[src/design/ocrst_pkg.sv]
// Types and constants for the overcurrent trip with auto restart block.
`default_nettype none

package ocrst_pkg;

  localparam int unsigned THRESH_W = 8;
  localparam int unsigned RUN_W    = 4;
  localparam int unsigned PERIOD_W = 16;
  localparam int unsigned CFG_W    = 16;
  localparam int unsigned INDEX_W  = 2;

  localparam logic [THRESH_W-1:0] THRESH_RESET = 8'd200;
  localparam logic [RUN_W-1:0]    LIMIT_RESET  = 4'd3;
  localparam logic [PERIOD_W-1:0] PERIOD_RESET = 16'd1000;
  localparam logic [RUN_W-1:0]    RUN_MAX      = 4'd15;

  typedef enum logic [2:0] {
    KIND_SAMPLE    = 3'd0,
    KIND_TICK      = 3'd1,
    KIND_FORCE_RST = 3'd2,
    KIND_POWER_ON  = 3'd3,
    KIND_POWER_OFF = 3'd4
  } kind_t;

  typedef enum logic [INDEX_W-1:0] {
    REG_TRIP_THRESHOLD = 2'd0,
    REG_TRIP_RUN_LIMIT = 2'd1,
    REG_RESTART_PERIOD = 2'd2
  } reg_index_t;

  // Result item, lowest field in the lowest bit.
  typedef struct packed {
    logic             timer_armed;
    logic             mission_clear;
    logic             restored;
    logic             tripped;
    logic [RUN_W-1:0] over_run;
    logic             power_enabled;
  } result_t;

  localparam int unsigned RESULT_W = $bits(result_t);
  localparam int unsigned OUT_W    = 16;

endpackage

`default_nettype wire

[src/design/overcurrent_trip_auto_restart_top.sv]
// Top level of the overcurrent trip with auto restart block.
//
//  channel   dir  handshake             payload
//  s_*       in   s_tvalid / s_tready   tuser: kind, tdata: current_sample
//  m_*       out  m_tvalid / m_tready   tdata: result fields
//  cfg_*     in   cfg_we                cfg_index, cfg_data
//
// One item per clock sustained while m_tready is high; an item passes from its
// transaction to the input register, then via the state update to the result register.
// The run counter, restart count and rail state update in one pass.
// rst is synchronous: rail on, timer idle, counters clear, registers default.
// A stalled m_tready holds the result; the input register keeps filling
// until both stages are occupied.
`default_nettype none

module overcurrent_trip_auto_restart_top
  import ocrst_pkg::*;
(
  input  wire logic               clk,
  input  wire logic               rst,
  input  wire logic               s_tvalid,
  output logic                    s_tready,
  input  wire logic [7:0]         s_tdata,   // [7:0] current_sample
  input  wire logic [7:0]         s_tuser,   // [2:0] kind
  output logic                    m_tvalid,
  input  wire logic               m_tready,
  output logic [OUT_W-1:0]        m_tdata,   // [0] power_enabled, [4:1] over_run,
                                             // [5] tripped, [6] restored,
                                             // [7] mission_clear, [8] timer_armed
  input  wire logic               cfg_we,
  input  wire logic [INDEX_W-1:0] cfg_index,
  input  wire logic [CFG_W-1:0]   cfg_data
);

  logic [THRESH_W-1:0] trip_threshold;
  logic [RUN_W-1:0]    trip_run_limit;
  logic [PERIOD_W-1:0] restart_period;

  logic [RUN_W-1:0]    run_count, run_count_next;
  logic [PERIOD_W-1:0] restart_count, restart_count_next;
  logic                armed, armed_next;
  logic                rail_on, rail_on_next;

  logic                in_valid;
  logic [2:0]          in_kind;
  logic [THRESH_W-1:0] in_sample;

  logic                advance;
  result_t             result;
  logic [RUN_W-1:0]    run_upd;
  logic [PERIOD_W-1:0] count_inc;

  assign advance  = !m_tvalid || m_tready;
  assign s_tready = !in_valid || advance;

  always_ff @(posedge clk) begin
    if (rst) begin
      trip_threshold <= THRESH_RESET;
      trip_run_limit <= LIMIT_RESET;
      restart_period <= PERIOD_RESET;
    end else if (cfg_we) begin
      case (reg_index_t'(cfg_index))
        REG_TRIP_THRESHOLD: trip_threshold <= cfg_data[THRESH_W-1:0];
        REG_TRIP_RUN_LIMIT: trip_run_limit <= cfg_data[RUN_W-1:0];
        REG_RESTART_PERIOD: restart_period <= cfg_data[PERIOD_W-1:0];
        default: ;
      endcase
    end
  end

  // Input register.
  always_ff @(posedge clk) begin
    if (rst) begin
      in_valid <= 1'b0;
    end else if (s_tready) begin
      in_valid <= s_tvalid;
    end
  end

  always_ff @(posedge clk) begin
    if (s_tvalid && s_tready) begin
      in_kind   <= s_tuser[2:0];
      in_sample <= s_tdata;
    end
  end

  // State update for the item held in the input register.
  always_comb begin
    run_count_next     = run_count;
    restart_count_next = restart_count;
    armed_next         = armed;
    rail_on_next       = rail_on;
    result             = '0;
    count_inc          = restart_count + PERIOD_W'(1);

    if (in_sample >= trip_threshold) begin
      run_upd = (run_count != RUN_MAX) ? run_count + RUN_W'(1) : run_count;
    end else begin
      run_upd = '0;
    end

    case (kind_t'(in_kind))
      KIND_SAMPLE: begin
        run_count_next = run_upd;
        if (run_upd > trip_run_limit) begin
          run_count_next = '0;
          rail_on_next   = 1'b0;
          armed_next     = 1'b1;
          result.tripped = 1'b1;
        end
      end
      KIND_TICK: begin
        if (armed) begin
          if (count_inc == restart_period) begin
            rail_on_next       = 1'b1;
            armed_next         = 1'b0;
            restart_count_next = '0;
            result.restored    = 1'b1;
          end else begin
            restart_count_next = count_inc;
          end
        end
      end
      KIND_FORCE_RST: begin
        rail_on_next   = 1'b0;
        armed_next     = 1'b1;
        result.tripped = 1'b1;
      end
      KIND_POWER_ON:  rail_on_next = 1'b1;
      KIND_POWER_OFF: rail_on_next = 1'b0;
      default: ;
    endcase

    result.power_enabled = rail_on_next;
    result.over_run      = run_count_next;
    result.mission_clear = result.tripped;
    result.timer_armed   = armed_next;
  end

  always_ff @(posedge clk) begin
    if (rst) begin
      run_count     <= '0;
      restart_count <= '0;
      armed         <= 1'b0;
      rail_on       <= 1'b1;
      m_tvalid      <= 1'b0;
    end else if (advance) begin
      m_tvalid <= in_valid;
      if (in_valid) begin
        run_count     <= run_count_next;
        restart_count <= restart_count_next;
        armed         <= armed_next;
        rail_on       <= rail_on_next;
      end
    end
  end

  always_ff @(posedge clk) begin
    if (advance && in_valid) begin
      m_tdata <= {(OUT_W - RESULT_W)'(0), result};
    end
  end

endmodule

`default_nettype wire

[config.mk]
export PLATFORM = sky130hd
export DESIGN_NAME = overcurrent_trip_auto_restart_top
export DESIGN_NICKNAME = d
export VERILOG_FILES = /design/src/design/ocrst_pkg.sv /design/src/design/overcurrent_trip_auto_restart_top.sv
export SDC_FILE = /design/constraint.sdc
export NUM_CORES = 1
export LEC_CHECK = 0
export ABC_AREA = 1
export BUFFER_PORTS_ARGS = -buffer_cell sky130_fd_sc_hd__buf_2
export CAP_MARGIN = 25
export CORE_MARGIN = 4
export CORE_UTILIZATION = 51
export CTS_BUF_LIST = sky130_fd_sc_hd__clkbuf_4 sky130_fd_sc_hd__clkbuf_8 sky130_fd_sc_hd__clkbuf_16
export DETAILED_ROUTE_END_ITERATION = 7
export GPL_TIMING_DRIVEN = 1
export PLACE_DENSITY_LB_ADDON = 0.1
export SYNTH_ARGS = -nofsm -noshare
export SYNTH_HDL_FRONTEND = slang
export SYNTH_SLANG_ARGS = --single-unit
[constraint.sdc]
create_clock -name clk -period 2.8 [get_ports clk]
set_input_delay 0.56 -clock clk [delete_from_list [all_inputs] [get_ports clk]]
set_output_delay 0.56 -clock clk [all_outputs]
set_load 0.02 [all_outputs]
==> out/results.ini <==
[logic_synthesis]
ys_seq_elements = 71
synthCells = 512
ys.flop_type = dfxtp_1
yosysWarnings = 0
ys_seq_area_frac = 0.4276
synth_area_um2 = 3769
synth_cell_types = 36
synth-edff-count = 19
async_reset_ff_frac = 0
synth_area_per_cell_um2 = 7.361

[timing]
max_freq_mhz = 355.1
finalWorstSetupSlack_ns = -0.01581
fin_crit_ns = 2.816
setup_violations = 2
grt_setup_unrepaired = yes
period_share = 1.006
fin_setup_tns_ns = -0.02540
hold_viol = 0
clock_skew_ns = 0.008125
final_max_slew_viol_count = 0

[final_layout]
syn_to_final_growth_pct = 20.82
final_cell_mix = nand2_1, inv_1, nor2_1
utilization = 0.6311
register_area_um2 = 1613
multiInputGateArea_um2 = 1973
n_antenna_cell = 0
drive_gt1_frac = 0.1955
fill_cells = 641
final_common_cell = nand2_1
final_nets = 631

[worst_setup_path]
critPathMaxFanout = 4
crit_buf_inv = 5
critPathTopFamily = compound AO/OA/AOI/OAI gates
cp_data_arrival_time_ns = 3.12
critical_path_class = flop to flop
startpoint_type = flop
cp_slowest_stage_delay_ns = 0.44
crit_chain = ha_4, nand2_4, nor2_4, nand4_1, o2111ai_4, o211ai_1, inv_1, ha_4, inv_2, nor2_1, nor2_1, o21ai_1, o21ai_1, nand2_1, buf_4, buf_4, o22ai_1, o21ai_0, inv_1
worstPathRequired_ns = 3.11
crit_path_end_kind = flop
crit_path_top_delay_cell = edfxtp_1

[power_and_ir_drop]
peakVddDrop_mv = 0.3649
p_sw_frac = 0.2854
p_sw_mw = 0.6218
p_int_mw = 1.557
clkPwrFrac = 0.350
leakagePower_nw = 1.920
power_frac_seq = 0.515
pwr-share-comb = 0.135
p_per_area_nw_per_um2 = 478.5

[global_route]
first_global_vias = 3221
grtUsageTotal = 0.2052
antenna_found_initial = 0
grt_overflow_total = 0
grt_max_degree = 25
grt_pass1_wl_mm = 14.29

[placement]
portBuffers = 44
hpwl_mm = 6.463
gp_congestion = 0.9137

[clocking]
h-tree-depth = 3
clockRootBuffer = clkbuf_8
cts_buffer_depth = 2
worst_skew_pair.late_latency_ns = 0.35
clkTransAtPathRegs_ns = 0.09
cts_sinks = 71
tritoncts = done
numCtsBuffers = 9

[die]
ios = 57
fp.dieArea_um2 = 8828
die_width_um = 93.96
std_cell_rows = 31
coreArea_um2 = 7214
die_h_um = 93.96
initial_core_util = 0.5224

[drt]
drtIter0Drc = 117
wl_mm = 8.729
via_count = 3423
remaining_drc_errors = 0
routed_via_density = 5.019
drt_pass1_iterations = 4
wl_per_cell_um = 12.80
ant_nets = 0

[min_path]
hold_path.class = primary input to flop

[run]
drv_cap = 0

[run_status]
run_status = complete, but fails checks
violations = negative setup slack

[area by class of cell]
type | instances | share of cell area
clock inverter | 7 | 0.01237
timing repair buffer | 67 | 0.08629
sequential | 71 | 0.3542
clock buffer | 9 | 0.02721
multi-input combinational | 357 | 0.4334
tap | 99 | 0.02721
inverter | 72 | 0.05936
[worst reg2reg max path, stage by stage (launching register included)]
cell and delay, ns:
edfxtp_1 0.44, ha_4 0.30, nand2_4 0.06, nor2_4 0.10, nand4_1 0.15, o2111ai_4 0.15, o211ai_1 0.15, inv_1 0.13
ha_4 0.22, inv_2 0.04, nor2_1 0.03, nor2_1 0.08, o21ai_1 0.06, o21ai_1 0.10, nand2_1 0.09, buf_4 0.14
buf_4 0.14, o22ai_1 0.24, o21ai_0 0.12, inv_1 0.05
[flip-flops by register name, summed over array words and instances, names as in the netlist, 3 cells and up]
name	count
m_tdata	8
in_sample	8
trip_run_limit	4
in_kind	3
trip_threshold	8
run_count	4
restart_period	16
restart_count	16
[synthesized netlist by cell type (3+ instances only)]
library cell,number,share of area
nand2_1,119,0.12
inv_1,70,0.070
nor2_1,54,0.054
dfxtp_1,52,0.28
a21oi_1,40,0.053
nand3_1,38,0.050
o21ai_0,29,0.039
edfxtp_1,19,0.15
ha_1,14,0.046
nand4_1,11,0.018
o211ai_1,10,0.020
buf_4,8,0.016
clkbuf_1,8,0.0080
o22ai_1,4,0.0066
xor2_1,4,0.0093
nand3b_1,3,0.0060
nor2_2,3,0.0050
nor2_4,3,0.0090
[through the flow]
step	worst slack, ns	area [um^2]	instances	hold slack [ns]	power (mW)
floorplan	0.1054	3791	518	0.4310	1.302
global placement	-0.07057	4149	659	0.4505	1.374
detailed placement	-0.1430	4149	659	0.4531	1.384
CTS	-0.03460	4415	677	0.3497	2.170
global route	-0.2580	4553	682	0.3522	2.290
finish	-0.01581	4553	682	0.3732	2.179
[routing by layer]
layer	share of wire	vias to the layer above	GRT usage	wire length, um
li1	-	1802	-	-
met1	0.45	1553	0.2443	3902
met2	0.50	57	0.3607	4388
met3	0.036	11	0.05369	311
met4	0.015	0	0.06137	127
met5	0	-	0	0
[repair_timing]
action                     4_1_cts  5_1_grt
pin swaps                        5       11
setup endpoints to repair        4       12
setup buffers                    2        5
resized for setup               16       16
hold buffers                     0        0
[path summary, 6_finish.rpt]
path,startpoint,endpoint,slack (ns),cells past startpoint
setup / recovery,in_sample[6],run_count[3],-0.02,19
hold / removal,s_tuser[1],in_kind[1],0.37,1
setup reg to reg,in_sample[6],run_count[3],-0.02,19
hold reg to reg,trip_run_limit[2],trip_run_limit[2],0.47,2
[power by group through the flow]
stage          clock network (mW)  logic (mW)  registers (mW)
6_report                    0.763       0.293            1.12
5_1_grt                     0.835       0.328            1.13
4_1_cts                     0.790       0.260            1.12
3_5_place_dp                    0       0.240            1.14
3_3_place_gp                    0       0.232            1.14
2_1_floorplan                   0       0.154            1.15
[logic make-up (layout without fill, tap and decap cells)]
kind of cell | count (synthesis) | count (layout) | share of synthesized area
xor+xnor | 6 | 6 | 0.01760
compound gates | 90 | 90 | 0.1311
buf+inv | 90 | 155 | 0.09993
flops | 71 | 71 | 0.4276
other cells | 1 | 7 | 0.0009951
fa+ha+maj | 14 | 14 | 0.04648
simple gates | 240 | 240 | 0.2762
(Power assumes the default switching activity.)
